[src/hdl/cbm_pkg.sv]
`default_nettype none

package cbm_pkg;

  typedef enum logic [1:0] {
    KIND_NONE = 2'd0,
    KIND_MBC1 = 2'd1,
    KIND_MBC3 = 2'd2,
    KIND_MBC5 = 2'd3
  } kind_t;

  typedef enum logic [1:0] {
    CFG_KIND        = 2'd0,
    CFG_ROM_MASK    = 2'd1,
    CFG_RAM_PRESENT = 2'd2,
    CFG_UNUSED      = 2'd3
  } cfg_index_t;

  typedef enum logic [2:0] {
    ST_ROM_READ   = 3'd0,
    ST_RAM_READ   = 3'd1,
    ST_RAM_WRITE  = 3'd2,
    ST_RTC_READ   = 3'd3,
    ST_OPEN_BUS   = 3'd4,
    ST_REG_UPDATE = 3'd5,
    ST_IGNORED    = 3'd6,
    ST_UNMAPPED   = 3'd7
  } status_t;

  // Address windows on addr[15:13]
  localparam logic [2:0] WIN_RAM_ENABLE = 3'b000;
  localparam logic [2:0] WIN_ROM_BANK   = 3'b001;
  localparam logic [2:0] WIN_RAM_BANK   = 3'b010;
  localparam logic [2:0] WIN_MODE       = 3'b011;
  localparam logic [2:0] WIN_EXT_RAM    = 3'b101;

  localparam logic [7:0] RAM_ENABLE_CODE = 8'h0A;
  localparam logic [3:0] RTC_SEL_FIRST   = 4'h8;
  localparam logic [3:0] RTC_SEL_LAST    = 4'hC;
  localparam logic [3:0] RAM_SEL_LAST    = 4'h3;

  localparam int CFG_DATA_W = 9;
  localparam int ROM_BANK_W = 9;
  localparam int RAM_BANK_W = 4;
  localparam int ROM_ADDR_W = 23;
  localparam int RAM_ADDR_W = 17;

endpackage

`default_nettype wire

[src/hdl/cartridge_bank_mapper.sv]
// An input transfer's result is registered onto the out_ channel next cycle.
// Throughput: one access per cycle while out_ready is high; the result register
// frees in the same cycle it is drained, so input and output transfer together.
// Reset (rst_n, synchronous, active low): drops any pending result, sets the ROM
// bank registers to 1 and the other bank registers to 0, disables RAM, clears the
// dirty flag and returns config to no controller, ROM mask 1 and no RAM.
`default_nettype none

module cartridge_bank_mapper
  import cbm_pkg::*;
(
  input  wire logic                  clk,
  input  wire logic                  rst_n,
  input  wire logic                  cfg_we,
  input  wire logic [1:0]            cfg_index,
  input  wire logic [CFG_DATA_W-1:0] cfg_data,
  input  wire logic                  in_valid,
  output logic                       in_ready,
  input  wire logic                  in_command,
  input  wire logic [15:0]           in_address,
  input  wire logic [7:0]            in_data,
  output logic                       out_valid,
  input  wire logic                  out_ready,
  output logic [2:0]                 out_status,
  output logic [ROM_ADDR_W-1:0]      out_rom_address,
  output logic [RAM_ADDR_W-1:0]      out_ram_address,
  output logic [2:0]                 out_rtc_register,
  output logic [7:0]                 out_write_data,
  output logic                       out_save_request
);

  // configuration
  kind_t                 kind_r;
  logic [ROM_BANK_W-1:0] rom_mask_r;
  logic                  ram_present_r;

  // bank state
  logic [4:0]            low_bank_sel_r,  low_bank_sel_nxt;
  logic [1:0]            high_bank_sel_r, high_bank_sel_nxt;
  logic                  banking_mode_r,  banking_mode_nxt;
  logic [6:0]            rtc_rom_bank_r,  rtc_rom_bank_nxt;
  logic [3:0]            ram_rtc_sel_r,   ram_rtc_sel_nxt;
  logic [ROM_BANK_W-1:0] wide_rom_bank_r, wide_rom_bank_nxt;
  logic [RAM_BANK_W-1:0] wide_ram_bank_r, wide_ram_bank_nxt;
  logic                  ram_enabled_r,   ram_enabled_nxt;
  logic                  ram_dirty_r,     ram_dirty_nxt;

  // result register
  logic                  out_valid_r;
  status_t               status_r,  status_nxt;
  logic [ROM_ADDR_W-1:0] rom_addr_r, rom_addr_nxt;
  logic [RAM_ADDR_W-1:0] ram_addr_r, ram_addr_nxt;
  logic [2:0]            rtc_reg_r,  rtc_reg_nxt;
  logic [7:0]            wdata_r,    wdata_nxt;
  logic                  save_r,     save_nxt;

  logic                  in_xfer;
  logic [6:0]            mbc1_bank7;
  logic [ROM_BANK_W-1:0] mbc1_rom_page;
  logic [ROM_BANK_W-1:0] rom_page;
  logic [RAM_BANK_W-1:0] mbc1_ram_bank;
  logic [RAM_BANK_W-1:0] wr_ram_bank;
  logic                  enable_hit;

  assign in_ready = !out_valid_r || out_ready;
  assign in_xfer  = in_valid && in_ready;

  always_comb begin
    mbc1_bank7    = banking_mode_r ? {2'b00, low_bank_sel_r} : {high_bank_sel_r, low_bank_sel_r};
    mbc1_rom_page = (mbc1_bank7 == 7'd0) ? ROM_BANK_W'(1)
                                         : ({2'b00, mbc1_bank7} & rom_mask_r);
    mbc1_ram_bank = banking_mode_r ? {2'b00, high_bank_sel_r} : '0;
    unique case (kind_r)
      KIND_MBC1: begin
        rom_page    = mbc1_rom_page;
        wr_ram_bank = mbc1_ram_bank;
      end
      KIND_MBC3: begin
        rom_page    = {2'b00, rtc_rom_bank_r};
        wr_ram_bank = ram_rtc_sel_r;
      end
      KIND_MBC5: begin
        rom_page    = wide_rom_bank_r & rom_mask_r;
        wr_ram_bank = wide_ram_bank_r;
      end
      default: begin
        rom_page    = '0;
        wr_ram_bank = '0;
      end
    endcase
    enable_hit = (kind_r == KIND_MBC5) ? (in_data == RAM_ENABLE_CODE)
                                       : (in_data[3:0] == RAM_ENABLE_CODE[3:0]);
  end

  always_comb begin
    low_bank_sel_nxt  = low_bank_sel_r;
    high_bank_sel_nxt = high_bank_sel_r;
    banking_mode_nxt  = banking_mode_r;
    rtc_rom_bank_nxt  = rtc_rom_bank_r;
    ram_rtc_sel_nxt   = ram_rtc_sel_r;
    wide_rom_bank_nxt = wide_rom_bank_r;
    wide_ram_bank_nxt = wide_ram_bank_r;
    ram_enabled_nxt   = ram_enabled_r;
    ram_dirty_nxt     = ram_dirty_r;
    status_nxt        = ST_UNMAPPED;
    rom_addr_nxt      = '0;
    ram_addr_nxt      = '0;
    rtc_reg_nxt       = '0;
    wdata_nxt         = '0;
    save_nxt          = 1'b0;

    if (!in_command) begin
      if (in_address[15:14] == 2'b00) begin
        status_nxt   = ST_ROM_READ;
        rom_addr_nxt = {7'd0, in_address};
      end else if (!in_address[15]) begin
        status_nxt   = ST_ROM_READ;
        rom_addr_nxt = (kind_r == KIND_NONE) ? {7'd0, in_address}
                                             : {rom_page, in_address[13:0]};
      end else if (in_address[15:13] == WIN_EXT_RAM && kind_r != KIND_NONE) begin
        if (!ram_enabled_r) begin
          status_nxt = ST_OPEN_BUS;
        end else if (kind_r == KIND_MBC3) begin
          if (ram_rtc_sel_r <= RAM_SEL_LAST) begin
            status_nxt   = ST_RAM_READ;
            ram_addr_nxt = {ram_rtc_sel_r, in_address[12:0]};
          end else if (ram_rtc_sel_r >= RTC_SEL_FIRST && ram_rtc_sel_r <= RTC_SEL_LAST) begin
            status_nxt  = ST_RTC_READ;
            rtc_reg_nxt = ram_rtc_sel_r[2:0];
          end else begin
            status_nxt = ST_OPEN_BUS;
          end
        end else begin
          status_nxt   = ST_RAM_READ;
          ram_addr_nxt = {wr_ram_bank, in_address[12:0]};
        end
      end
    end else if (kind_r == KIND_NONE) begin
      status_nxt = ST_IGNORED;
    end else begin
      unique case (in_address[15:13])
        WIN_RAM_ENABLE: begin
          status_nxt      = ST_REG_UPDATE;
          ram_enabled_nxt = enable_hit;
          if (enable_hit) begin
            ram_dirty_nxt = 1'b0;
          end else begin
            save_nxt = ram_present_r && ram_dirty_r;
          end
        end
        WIN_ROM_BANK: begin
          status_nxt = ST_REG_UPDATE;
          unique case (kind_r)
            KIND_MBC1: low_bank_sel_nxt = in_data[4:0];
            KIND_MBC3: rtc_rom_bank_nxt = (in_data[6:0] == 7'd0) ? 7'd1 : in_data[6:0];
            KIND_MBC5: begin
              if (!in_address[12]) begin
                wide_rom_bank_nxt = {wide_rom_bank_r[8], in_data};
              end else begin
                wide_rom_bank_nxt = {in_data[0], wide_rom_bank_r[7:0]};
              end
            end
            default: ;
          endcase
        end
        WIN_RAM_BANK: begin
          status_nxt = ST_REG_UPDATE;
          unique case (kind_r)
            KIND_MBC1: high_bank_sel_nxt = in_data[1:0];
            KIND_MBC3: ram_rtc_sel_nxt   = in_data[3:0];
            KIND_MBC5: wide_ram_bank_nxt = in_data[3:0];
            default: ;
          endcase
        end
        WIN_MODE: begin
          if (kind_r == KIND_MBC1) begin
            status_nxt       = ST_REG_UPDATE;
            banking_mode_nxt = in_data[0];
          end else begin
            status_nxt = ST_IGNORED;
          end
        end
        WIN_EXT_RAM: begin
          if (!ram_enabled_r || (kind_r == KIND_MBC3 && ram_rtc_sel_r > RAM_SEL_LAST)) begin
            status_nxt = ST_IGNORED;
          end else begin
            status_nxt    = ST_RAM_WRITE;
            ram_addr_nxt  = {wr_ram_bank, in_address[12:0]};
            wdata_nxt     = in_data;
            ram_dirty_nxt = 1'b1;
          end
        end
        default: status_nxt = ST_UNMAPPED;
      endcase
    end
  end

  always_ff @(posedge clk) begin
    if (!rst_n) begin
      kind_r        <= KIND_NONE;
      rom_mask_r    <= ROM_BANK_W'(1);
      ram_present_r <= 1'b0;
    end else if (cfg_we) begin
      unique case (cfg_index_t'(cfg_index))
        CFG_KIND:        kind_r        <= kind_t'(cfg_data[1:0]);
        CFG_ROM_MASK:    rom_mask_r    <= cfg_data[ROM_BANK_W-1:0];
        CFG_RAM_PRESENT: ram_present_r <= cfg_data[0];
        default: ;
      endcase
    end
  end

  always_ff @(posedge clk) begin
    if (!rst_n) begin
      low_bank_sel_r  <= 5'd1;
      high_bank_sel_r <= '0;
      banking_mode_r  <= 1'b0;
      rtc_rom_bank_r  <= 7'd1;
      ram_rtc_sel_r   <= '0;
      wide_rom_bank_r <= ROM_BANK_W'(1);
      wide_ram_bank_r <= '0;
      ram_enabled_r   <= 1'b0;
      ram_dirty_r     <= 1'b0;
      out_valid_r     <= 1'b0;
    end else begin
      if (in_xfer) begin
        low_bank_sel_r  <= low_bank_sel_nxt;
        high_bank_sel_r <= high_bank_sel_nxt;
        banking_mode_r  <= banking_mode_nxt;
        rtc_rom_bank_r  <= rtc_rom_bank_nxt;
        ram_rtc_sel_r   <= ram_rtc_sel_nxt;
        wide_rom_bank_r <= wide_rom_bank_nxt;
        wide_ram_bank_r <= wide_ram_bank_nxt;
        ram_enabled_r   <= ram_enabled_nxt;
        ram_dirty_r     <= ram_dirty_nxt;
      end
      if (in_xfer) begin
        out_valid_r <= 1'b1;
      end else if (out_ready) begin
        out_valid_r <= 1'b0;
      end
    end
  end

  // result payload, loaded on every input transfer
  always_ff @(posedge clk) begin
    if (in_xfer) begin
      status_r   <= status_nxt;
      rom_addr_r <= rom_addr_nxt;
      ram_addr_r <= ram_addr_nxt;
      rtc_reg_r  <= rtc_reg_nxt;
      wdata_r    <= wdata_nxt;
      save_r     <= save_nxt;
    end
  end

  assign out_valid        = out_valid_r;
  assign out_status       = status_r;
  assign out_rom_address  = rom_addr_r;
  assign out_ram_address  = ram_addr_r;
  assign out_rtc_register = rtc_reg_r;
  assign out_write_data   = wdata_r;
  assign out_save_request = save_r;

endmodule

`default_nettype wire

[config.mk]
export PLATFORM = sky130hd
export DESIGN_NAME = cartridge_bank_mapper
export DESIGN_NICKNAME = d
export VERILOG_FILES = /design/src/hdl/cbm_pkg.sv /design/src/hdl/cartridge_bank_mapper.sv
export SDC_FILE = /design/constraint.sdc
export NUM_CORES = 1
export LEC_CHECK = 0
export ABC_AREA = 0
export BUFFER_PORTS_ARGS = -buffer_cell sky130_fd_sc_hd__buf_2
export CORE_ASPECT_RATIO = 0.6
export CORE_MARGIN = 5
export CORE_UTILIZATION = 53
export DETAILED_ROUTE_END_ITERATION = 10
export PLACE_DENSITY = 0.78
export SYNTH_ARGS = -nofsm -noshare
export SYNTH_HDL_FRONTEND = slang
export SYNTH_SLANG_ARGS = --single-unit
[constraint.sdc]
create_clock -name clk -period 5.3 [get_ports clk]
set_input_delay 0.265 -clock clk [delete_from_list [all_inputs] [get_ports clk]]
set_output_delay 0.265 -clock clk [all_outputs]
set_load 0.01 [all_outputs]
==> results.md, run 1 <==
- # IOs: 98
- Syn Inst Count: 400
- Met3 Wirelength: 1010 um
- Commonest cells after routing, fill and taps aside: 97 x buf_2, 55 x edfxtp_1, 47 x dfxtp_1
- CTS root buf: clkbuf_16
- Lkg Pwr: 2.03 nW
- Kind of start point of the critical path: flop
- Post-Synthesis Mean Instance Area: 11.1 um^2
- Row Count: 25
- Final hold vios: 0
- Worst-skew pair later-pin latency: 0.35 ns
- Register area share after synthesis: 58.6%
- Synth warn: 0
- H-tree levels: 3
- Post-Route WL: 10400 um
- Worst Setup End Kind: flop
- Hold Buf Count CTS: 0
- P_int: 0.00123 W
- Worst-path clk slew: 0.07 ns
- DRT iter0 DRCs: 318
- Endpoints failing setup: 0
- Synthesized flop and latch total: 102
- Maximum VDD drop: 0.000206 V
- Vias per Instance: 5.62
- Post-synth top flop: edfxtp_1
- Reg power frac: 54.1%
- # DRC: 0
- Critical Path Fanout Max: 22
- DIE WIDTH: 128 um
- Max-slew headroom: 18.7%
- Clk sink count: 102
- Worst slew pin tran: 1.22 ns
- CTS tree: built
- P_sw: 0.000376 W
- Vias: 3357
- Gate power share: 7.2%
- Syn_nets: 441
- Fin. max-slew vios: 0
- Post-route ant nets: 0
- Initial core utilization: 55.3%
- Arrival time worst endpoint: 2.79 ns
- Hold WC Path Type: input pin to flop
- Status: finished clean
- Final setup TNS: 0 ns
- Most common cell after layout, fill and taps aside: buf_2
- Sw Share: 23.5%
- Pwr/cell area: 306 nW/um^2
- Layout cell share with drive strength beyond 1: 25.8%
- Final HPWL DP: 7470 um
- Final min period: 2.74 ns
- Top Layer Used: met4
- Post-CTS setup buffer count: 0
- GRT Total Usage: 20.7%
- Routed wire per std cell: 17.3 um
- Met1 WL: 4790 um
- Mapped Area: 4430 um^2
- Drt pass-1 iters: 5
- Core area: 8010 um^2
- GPL Wtd Cong: 0.854
- Clock Power Share: 38.7%
- Die height: 80.8 um
- Global route overflow: 0
- WS Path Type: flop to flop
- Final core utilization: 65.4%
- Max Fclk: 364 MHz
- Layout Skew: 0.00887 ns
- Met2 wire len: 4440 um
- Layout area overhead: 18.2%
- RSZ-0062 raised after global routing: no
- Largest net degree at the start of global routing: 52
- Tcrit/Tclk final: 51.8%
- Initial antenna violation count: 0
- Max-Cap Viols: 0
- First-pass GRT wire length: 16400 um
- Netlist cell types: 39
- Req. time, crit path: 5.35 ns
- IO buf count: 97
- Maximum clock insertion buffer count: 2
- CTS buffer count: 9
- Filler cells: 645
- Vias in the first global route: 3183
- Asr flop ratio synth: 0%
- # resized after CTS: 0
- Die area: 10300 um^2
- Nets: 525
- Number of synthesized flops with an enable pin: 55
- Diode count: 0
==> logic make-up (layout without fill, tap and decap cells) <==
kind of cell	after synthesis	in the layout	synth area share (%)
and+or+nand+nor	175	175	22.4
DFF	102	102	58.6
buffers and inverters	29	118	2.74
AOI/OAI and AO/OA	62	62	8.90
muxes	32	32	7.35
==> sequential cells by signal (all words and copies together) (netlist names) <==
name / cells
out_rom_address: 23
out_ram_address: 17
rom_mask_r: 9
wide_rom_bank_r: 9
out_write_data: 8
rtc_rom_bank_r: 7
low_bank_sel_r: 5
ram_rtc_sel_r: 4
wide_ram_bank_r: 4
out_rtc_register: 3
out_status: 3
high_bank_sel_r: 2
kind_r: 2
banking_mode_r: 1
out_save_request: 1
out_valid: 1
ram_dirty_r: 1
ram_enabled_r: 1
ram_present_r: 1
==> cell type report <==
type	count	area (um^2)	area share, %
clock buffer	9	225	4.30
clock inverter	7	55.1	1.05
inverter	3	11.3	0.215
multi-input combinational	269	1710	32.8
sequential	102	2590	49.5
tap	108	135	2.58
timing repair buffer	99	500	9.56
==> final timing paths <==
path,slack (ns),cells after the start,startpoint,end
setup / recovery,2.56,4,kind_r[0]$_SDFFE_PN0P_,out_status[2]$_DFFE_PP_
hold / removal,0.17,3,cfg_data[3],rom_mask_r[3]$_SDFFE_PN0P_
setup reg to reg,2.56,4,kind_r[0]$_SDFFE_PN0P_,out_status[2]$_DFFE_PP_
hold reg to reg,0.48,2,ram_dirty_r$_SDFFE_PN0P_,ram_dirty_r$_SDFFE_PN0P_
==> worst max-delay path, stage by stage, from the launching register on <==
cell	delay [ns]
dfxtp_1	0.77
or2_2	0.30
nand4_2	0.20
nor2_1	0.98
mux2i_1	0.19
==> power by group through the flow <==
stage	Sequential (W)	Combinational (W)	Clock [W]
detailed placement	0.000884	0.000116	0
global route	0.000869	0.000125	0.000664
global placement	0.000883	0.000114	0
floorplan	0.000895	0.0000503	0
CTS	0.000867	0.000116	0.000632
finish	0.000866	0.000116	0.000619
==> synth_stat cells, types with 6 or more instances <==
master / instances / area share, %
a21oi_1: 6 / 0.68
nand2_1: 33 / 2.8
nor2b_1: 28 / 4.0
edfxtp_1: 55 / 37
and3_1: 12 / 1.7
o21ai_0: 27 / 3.1
nand2b_1: 7 / 0.99
and2_1: 31 / 4.4
nor3_1: 8 / 0.90
nor2_1: 19 / 1.6
nand3b_1: 9 / 1.5
nand3_1: 14 / 1.6
mux2i_1: 28 / 6.3
clkbuf_1: 20 / 1.7
a21boi_0: 17 / 2.9
dfxtp_1: 47 / 21
==> per-layer routing <==
metal | vias to the layer above | GRT usage, %
li1 | 1593 | -
met1 | 1580 | 29.8
met2 | 173 | 30.6
met3 | 11 | 5.85
met4 | 0 | 6.14
met5 | - | 0
==> through the flow <==
step | instance area, um^2 | hold slack, ns | cells | power, W | setup WS, ns
after floorplan | 4430 | 0.390 | 400 | 0.000946 | 2.94
after global placement | 4950 | 0.446 | 581 | 0.000997 | 2.77
after detailed placement | 4950 | 0.476 | 581 | 0.00100 | 2.60
after CTS | 5230 | 0.165 | 597 | 0.00161 | 2.60
after global routing | 5230 | 0.181 | 597 | 0.00166 | 2.26
final | 5230 | 0.169 | 597 | 0.00160 | 2.56
No activity file was read; power rests on OpenSTA's default activity.
==> inputs of run 2 (changes only) <==
--- a/config.mk
+++ b/config.mk
@@ -9,9 +9,9 @@
 export BUFFER_PORTS_ARGS = -buffer_cell sky130_fd_sc_hd__buf_2
 export CORE_ASPECT_RATIO = 0.6
 export CORE_MARGIN = 5
-export CORE_UTILIZATION = 53
+export CORE_UTILIZATION = 49
 export DETAILED_ROUTE_END_ITERATION = 10
-export PLACE_DENSITY = 0.78
+export PLACE_DENSITY = 0.76
 export SYNTH_ARGS = -nofsm -noshare
 export SYNTH_HDL_FRONTEND = slang
 export SYNTH_SLANG_ARGS = --single-unit
==> constraint.sdc (replaced) <==
create_clock -name clk -period 2.24 [get_ports clk]
set_input_delay 0.112 -clock clk [delete_from_list [all_inputs] [get_ports clk]]
set_output_delay 0.112 -clock clk [all_outputs]
set_load 0.01 [all_outputs]
==> run 2 against run 1 <==
Against the previous run: register-to-register slack worse by 2.1 ns; maximum frequency grew 50%; sequential share of layout area fell by 0.87 points; non-clock buffer count grew 9; critical path depth grew 1; power is 140% higher; clock power rose to 2.5 times the previous value; critical path type unchanged; critical endpoint unchanged.
==> results.md, run 2 (same netlist as run 1, synthesis figures left out) <==
- Status: finished clean (unchanged)
- Initial core utilization: 51.2% (was 55.3%)
- Routed wire per std cell: 17.2 um (was 17.3 um)
- GPL Wtd Cong: 0.892 (was 0.854)
- Hold WC Path Type: input pin to flop (unchanged)
- GRT Total Usage: 19.2% (was 20.7%)
- Arrival time worst endpoint: 1.91 ns (was 2.79 ns)
- RSZ-0062 raised after global routing: no (unchanged)
- Lkg Pwr: 2.08 nW (was 2.03 nW)
- Worst Setup End Kind: flop (unchanged)
- Worst-skew pair later-pin latency: 0.35 ns (about the same)
- Die area: 11100 um^2 (was 10300 um^2)
- WHS Path Cells: 3 (unchanged)
- Vias in the first global route: 3180 (was 3183)
- Final setup TNS: 0 ns (unchanged)
- Maximum VDD drop: 0.000406 V (was 0.000206 V)
- Req. time, crit path: 2.32 ns (was 5.35 ns)
- CTS root buf: clkbuf_16 (unchanged)
- Die height: 83.6 um (was 80.8 um)
- DRT iter0 DRCs: 378 (was 318)
- Layout area overhead: 20.4% (was 18.2%)
- Drt pass-1 iters: 5 (unchanged)
- Top Layer Used: met4 (unchanged)
- Pwr/cell area: 732 nW/um^2 (was 306 nW/um^2)
- Fin Hold WS: 0.0145 ns (was 0.169 ns)
- Max-slew headroom: 50.6% (was 18.7%)
- Maximum clock insertion buffer count: 2 (unchanged)
- Vias per Instance: 5.46 (was 5.62)
- Hold Buf Count CTS: 0 (unchanged)
- Vias: 3328 (was 3357)
- R2r worst-path depth: 5 (was 4)
- Kind of start point of the critical path: flop (unchanged)
- # resized after CTS: 0 (unchanged)
- Nets: 534 (was 525)
- CTS buffer count: 9 (unchanged)
- CTS tree: built (unchanged)
- # DRC: 0 (unchanged)
- Initial antenna violation count: 0 (unchanged)
- Worst hold start: cfg_data[4] (was cfg_data[3])
- Post-CTS setup buffer count: 0 (unchanged)
- IO buf count: 97 (unchanged)
- Final HPWL DP: 7750 um (was 7470 um)
- R2r endpoint: out_status[2]$_DFFE_PP_ (unchanged)
- DIE WIDTH: 133 um (was 128 um)
- Commonest cells after routing, fill and taps aside: 97 x buf_2, 55 x edfxtp_1, 47 x dfxtp_1 (unchanged)
- Worst slew pin tran: 0.740 ns (was 1.22 ns)
- Final min period: 1.83 ns (was 2.74 ns)
- Max Fclk: 546 MHz (was 364 MHz)
- Endpoints failing setup: 0 (unchanged)
- Global route overflow: 0 (unchanged)
- Fin. max-slew vios: 0 (unchanged)
- First-pass GRT wire length: 16800 um (was 16400 um)
- Final hold vios: 0 (unchanged)
- Diode count: 0 (unchanged)
- FF-to-FF Start: kind_r[1]$_SDFFE_PN0P_ (was kind_r[0]$_SDFFE_PN0P_)
- WS Path Type: flop to flop (unchanged)
- Worst Hold Endpoint: rom_mask_r[4]$_SDFFE_PN0P_ (was rom_mask_r[3]$_SDFFE_PN0P_)
- Max-Cap Viols: 0 (unchanged)
- Post-route ant nets: 0 (unchanged)
- Layout cell share with drive strength beyond 1: 26.9% (was 25.8%)
- Worst-path clk slew: 0.07 ns (about the same)
- Clk sink count: 102 (unchanged)
- Most common cell after layout, fill and taps aside: buf_2 (unchanged)
- H-tree levels: 3 (unchanged)
- Flop-to-flop setup slack: 0.41 ns (was 2.56 ns)
- Core area: 8650 um^2 (was 8010 um^2)
- Met3 Wirelength: 906 um (was 1010 um)
- Post-Route WL: 10500 um (was 10400 um)
- Critical Path Fanout Max: 22 (unchanged)
- Layout Skew: 0.0107 ns (was 0.00887 ns)
- Row Count: 26 (was 25)
- # IOs: 98 (unchanged)
- Tcrit/Tclk final: 81.8% (was 51.8%)
- Met1 WL: 5270 um (was 4790 um)
- Met2 wire len: 4200 um (was 4440 um)
- Largest net degree at the start of global routing: 49 (was 52)
- Max reg flops: 23 (unchanged)
[run 2: layout make-up]
| type | instances | area, um^2 |
|---|---|---|
| clock buffers | 11 | 243 |
| clock inverters | 5 | 58.8 |
| fillers | 715 | 3330 |
| inverters | 3 | 11.3 |
| multi-input cells | 269 | 1710 |
| flip-flops and latches | 102 | 2590 |
| well taps | 112 | 140 |
| repair buffers | 108 | 568 |
[run 2: power by group]
part           total [W]  switching (W)  internal [W]
logic           0.000282       0.000171      0.000111
registers        0.00205      0.0000215       0.00203
clock network    0.00157       0.000669      0.000897
[run 2: per-stage QoR]
stage	instances	setup WS [ns]	instance area (um^2)	utilization, %	total power, W
2_1_floorplan	400	0.460	4430	-	0.00224
3_3_place_gp	594	0.528	5030	58.1	0.00237
3_5_place_dp	594	0.448	5030	58.1	0.00237
4_1_cts	610	0.434	5330	61.6	0.00391
5_1_grt	610	0.203	5330	61.6	0.00401
6_report	610	0.408	5330	61.6	0.00390
[run 2: layer usage]
metal  vias up  global-route usage [%]
met5         -                       0
met1      1564                    29.4
li1       1610                       -
met3        12                    6.33
met4         0                    4.43
met2       142                    25.8
[run 2: worst max-delay path by stage]
stage / slack, ns / startpoint / to / cells after the start
final: 0.41 / kind_r[1]$_SDFFE_PN0P_ / out_status[2]$_DFFE_PP_ / 5
after global routing: 0.20 / kind_r[1]$_SDFFE_PN0P_ / out_status[2]$_DFFE_PP_ / 5
after CTS: 0.43 / kind_r[1]$_SDFFE_PN0P_ / out_status[2]$_DFFE_PP_ / 5
after detailed placement: 0.45 / kind_r[1]$_SDFFE_PN0P_ / out_status[2]$_DFFE_PP_ / 5
after global placement: 0.53 / in_address[15] / wide_rom_bank_r[0]$_SDFFE_PN1P_ / 6
after floorplan: 0.46 / out_valid$_SDFFE_PN0P_ / out_ram_address[0]$_DFFE_PP_ / 2
[run 2: critical path, cell delays in order (launching register included)]
cell and delay [ns]:
dfxtp_1 0.59, or2_2 0.26, nand4_2 0.20, nor2_1 0.17, buf_4 0.24, mux2i_1 0.12
==> inputs of run 3 (changes only) <==
--- a/config.mk
+++ b/config.mk
@@ -9,9 +9,9 @@
 export BUFFER_PORTS_ARGS = -buffer_cell sky130_fd_sc_hd__buf_2
 export CORE_ASPECT_RATIO = 0.6
 export CORE_MARGIN = 5
-export CORE_UTILIZATION = 49
+export CORE_UTILIZATION = 53
 export DETAILED_ROUTE_END_ITERATION = 10
-export PLACE_DENSITY = 0.76
+export PLACE_DENSITY = 0.78
 export SYNTH_ARGS = -nofsm -noshare
 export SYNTH_HDL_FRONTEND = slang
 export SYNTH_SLANG_ARGS = --single-unit
==> constraint.sdc (replaced) <==
create_clock -name clk -period 1.7 [get_ports clk]
set_input_delay 0.085 -clock clk [delete_from_list [all_inputs] [get_ports clk]]
set_output_delay 0.085 -clock clk [all_outputs]
set_load 0.01 [all_outputs]
==> run 3 against run 2 <==
Against the previous run: combinational power rose by 47%; wire length rose by 8.6%; sequential power rose by 32%; clock skew fell by 0.0057 ns; non-clock buffer count rose by 20; largest power group unchanged; highest routed layer unchanged.
==> results.md, run 3 (same netlist as run 1, synthesis figures left out) <==
- Placed insts: 610 (was 594)
- RSZ-0062 raised after global routing: no (unchanged)
- IO buf count: 97 (unchanged)
- Layout area overhead: 24.4% (was 20.4%)
- P_int: 0.00393 W (was 0.00304 W)
- Final instance area: 5510 um^2 (was 5330 um^2)
- # DRC: 0 (unchanged)
- Register area: 2590 um^2 (unchanged)
- Reg power frac: 53.2% (was 52.6%)
- Routed wire per std cell: 18.2 um (was 17.2 um)
- CP most frequent cell: buf_4
- P_sw: 0.00114 W (was 0.000862 W)
- Worst-path clk slew: 0.07 ns (about the same)
- GRT Total Usage: 22.5% (was 19.2%)
- Critical Path Fanout Max: 12 (was 22)
- Max reg flops: 23 (unchanged)
- WS Path Type: flop to flop (unchanged)
- Hold Buf Count CTS: 0 (unchanged)
- H-tree levels: 3 (unchanged)
- Maximum VDD drop: 0.000744 V (was 0.000406 V)
- Max incr delay on CP: 0.44 ns (was 0.59 ns)
- R2r worst-path depth: 5 (unchanged)
- Final setup TNS: 0 ns (unchanged)
- Crit path max-delay family: flip-flops (was simple AND/OR/NAND/NOR gates)
- Die height: 80.8 um (was 83.6 um)
- Vias: 3477 (was 3328)
- Filler cells: 617 (was 715)
- CTS buffer count: 9 (unchanged)
- Req. time, crit path: 1.79 ns (was 2.32 ns)
- Largest net degree at the start of global routing: 49 (unchanged)
- Final hold vios: 0 (unchanged)
- Sw Share: 22.5% (was 22.1%)
- Endpoints failing setup: 0 (unchanged)
- # IOs: 98 (unchanged)
- Post-Route WL: 11400 um (was 10500 um)
- Max-Cap Viols: 0 (unchanged)
- Initial antenna violation count: 0 (unchanged)
- DRT iter0 DRCs: 328 (was 378)
- GPL Wtd Cong: 0.952 (was 0.892)
- Drt pass-1 iters: 5 (unchanged)
- Vias in the first global route: 3332 (was 3180)
- Tcrit/Tclk final: 93.9% (was 81.8%)
- Row Count: 25 (was 26)
- Pwr/cell area: 922 nW/um^2 (was 732 nW/um^2)
- Gate power share: 8.2% (was 7.2%)
- Clock Power Share: 38.7% (was 40.2%)
- Layout Skew: 0.00498 ns (was 0.0107 ns)
- CTS root buf: clkbuf_16 (unchanged)
- Commonest cells after routing, fill and taps aside: 97 x buf_2, 55 x edfxtp_1, 47 x dfxtp_1 (unchanged)
- Final core utilization: 68.8% (was 61.6%)
- Most common cell after layout, fill and taps aside: buf_2 (unchanged)
- Lkg Pwr: 2.18 nW (was 2.08 nW)
- Worst Setup End Kind: flop (unchanged)
- CP Cell Sequence: buf_4, nor2b_2, buf_4, a41o_1, a22o_1 (was or2_2, nand4_2, nor2_1, buf_4, mux2i_1)
- Max-slew headroom: 52.5% (was 50.6%)
- Worst-skew pair later-pin latency: 0.34 ns (was 0.35 ns)
- Maximum clock insertion buffer count: 2 (unchanged)
- Flop-to-flop setup slack: 0.10 ns (was 0.41 ns)
- Initial core utilization: 55.3% (was 51.2%)
- Hold WC Path Type: input pin to flop (unchanged)
- Vias per Instance: 5.55 (was 5.46)
- Final HPWL DP: 8590 um (was 7750 um)
- Kind of start point of the critical path: flop (unchanged)
- WP buf/inv: 2 (was 1)
- Placed inst area: 5210 um^2 (was 5030 um^2)
- Post-route ant nets: 0 (unchanged)
- Post-route insts no fill: 626 (was 610)
- Multi-input gate area: 1720 um^2 (was 1710 um^2)
- Worst slew pin tran: 0.712 ns (was 0.740 ns)
- WHS Path Cells: 3 (unchanged)
- CTS tree: built (unchanged)
- Clk sink count: 102 (unchanged)
- Layout cell share with drive strength beyond 1: 30.1% (was 26.9%)
- Fin Hold WS: 0.00244 ns (was 0.0145 ns)
- Max Fclk: 626 MHz (was 546 MHz)
- DIE WIDTH: 128 um (was 133 um)
- Status: finished clean (unchanged)
- Nets: 554 (was 534)
- Arrival time worst endpoint: 1.69 ns (was 1.91 ns)
- Global route overflow: 0 (unchanged)
- Die area: 10300 um^2 (was 11100 um^2)
- Final min period: 1.60 ns (was 1.83 ns)
- Core area: 8010 um^2 (was 8650 um^2)
- CP Depth: 5 (unchanged)
- First-pass GRT wire length: 17900 um (was 16800 um)
- Crit-path slowest cell: dfxtp_1 (unchanged)
- Fin. max-slew vios: 0 (unchanged)
- Diode count: 0 (unchanged)
## run 3: cell count changes in the layout (fill, tap and decap cells not counted), sizes merged
| cell | change |
|---|---|
| buf | +20 |
| bufinv | -1 |
| clkbuf | +1 |
| clkinv | -1 |
| inv | +1 |
## run 3: metrics by stage
stage | power, W | setup WS [ns]
2_1_floorplan | 0.00295 | 0.0669
3_3_place_gp | 0.00316 | 0.149
3_5_place_dp | 0.00317 | 0.0927
4_1_cts | 0.00511 | 0.0799
5_1_grt | 0.00526 | 0.00412
6_report | 0.00508 | 0.103
## run 3: final cells by class
type	instances	area share (%)
clock buffers	12	4.68
clock inverters	4	0.545
inverters	3	0.205
multi-input cells	269	31.3
flip-flops and latches	102	47.1
well taps	108	2.45
repair buffers	128	13.7
## run 3: timing repair
item                       CTS  global route
resized for setup            0             2
setup endpoints to repair    0             5
setup buffers                0             0
## run 3: power groups by stage
stage / sequential, W / combinational [W] / clock (W)
2_1_floorplan: 0.00279 / 0.000158 / 0
5_1_grt: 0.00271 / 0.000447 / 0.00211
6_report: 0.00270 / 0.000415 / 0.00196
3_3_place_gp: 0.00275 / 0.000406 / 0
3_5_place_dp: 0.00275 / 0.000412 / 0
4_1_cts: 0.00270 / 0.000414 / 0.00200
## run 3: worst reg2reg max path: stages (launching register included)
cell     delay [ns]
dfxtp_1        0.44
buf_4          0.24
nor2b_2        0.09
buf_4          0.17
a41o_1         0.24
a22o_1         0.18
## run 3: final timing paths
kind | start | to
hold / removal | cfg_data[3] | rom_mask_r[3]$_SDFFE_PN0P_
setup reg to reg | kind_r[0]$_SDFFE_PN0P_ | out_status[1]$_DFFE_PP_
setup / recovery | kind_r[0]$_SDFFE_PN0P_ | out_status[1]$_DFFE_PP_
hold reg to reg | ram_dirty_r$_SDFFE_PN0P_ | ram_dirty_r$_SDFFE_PN0P_
## run 3: metal layers
layer | track usage, % | vias up | routed length (um)
li1 | - | 1644 | -
met1 | 33.8 | 1666 | 5400
met2 | 31.8 | 155 | 4760
met3 | 6.77 | 12 | 1100
met4 | 5.72 | 0 | 117
met5 | 0 | - | 0
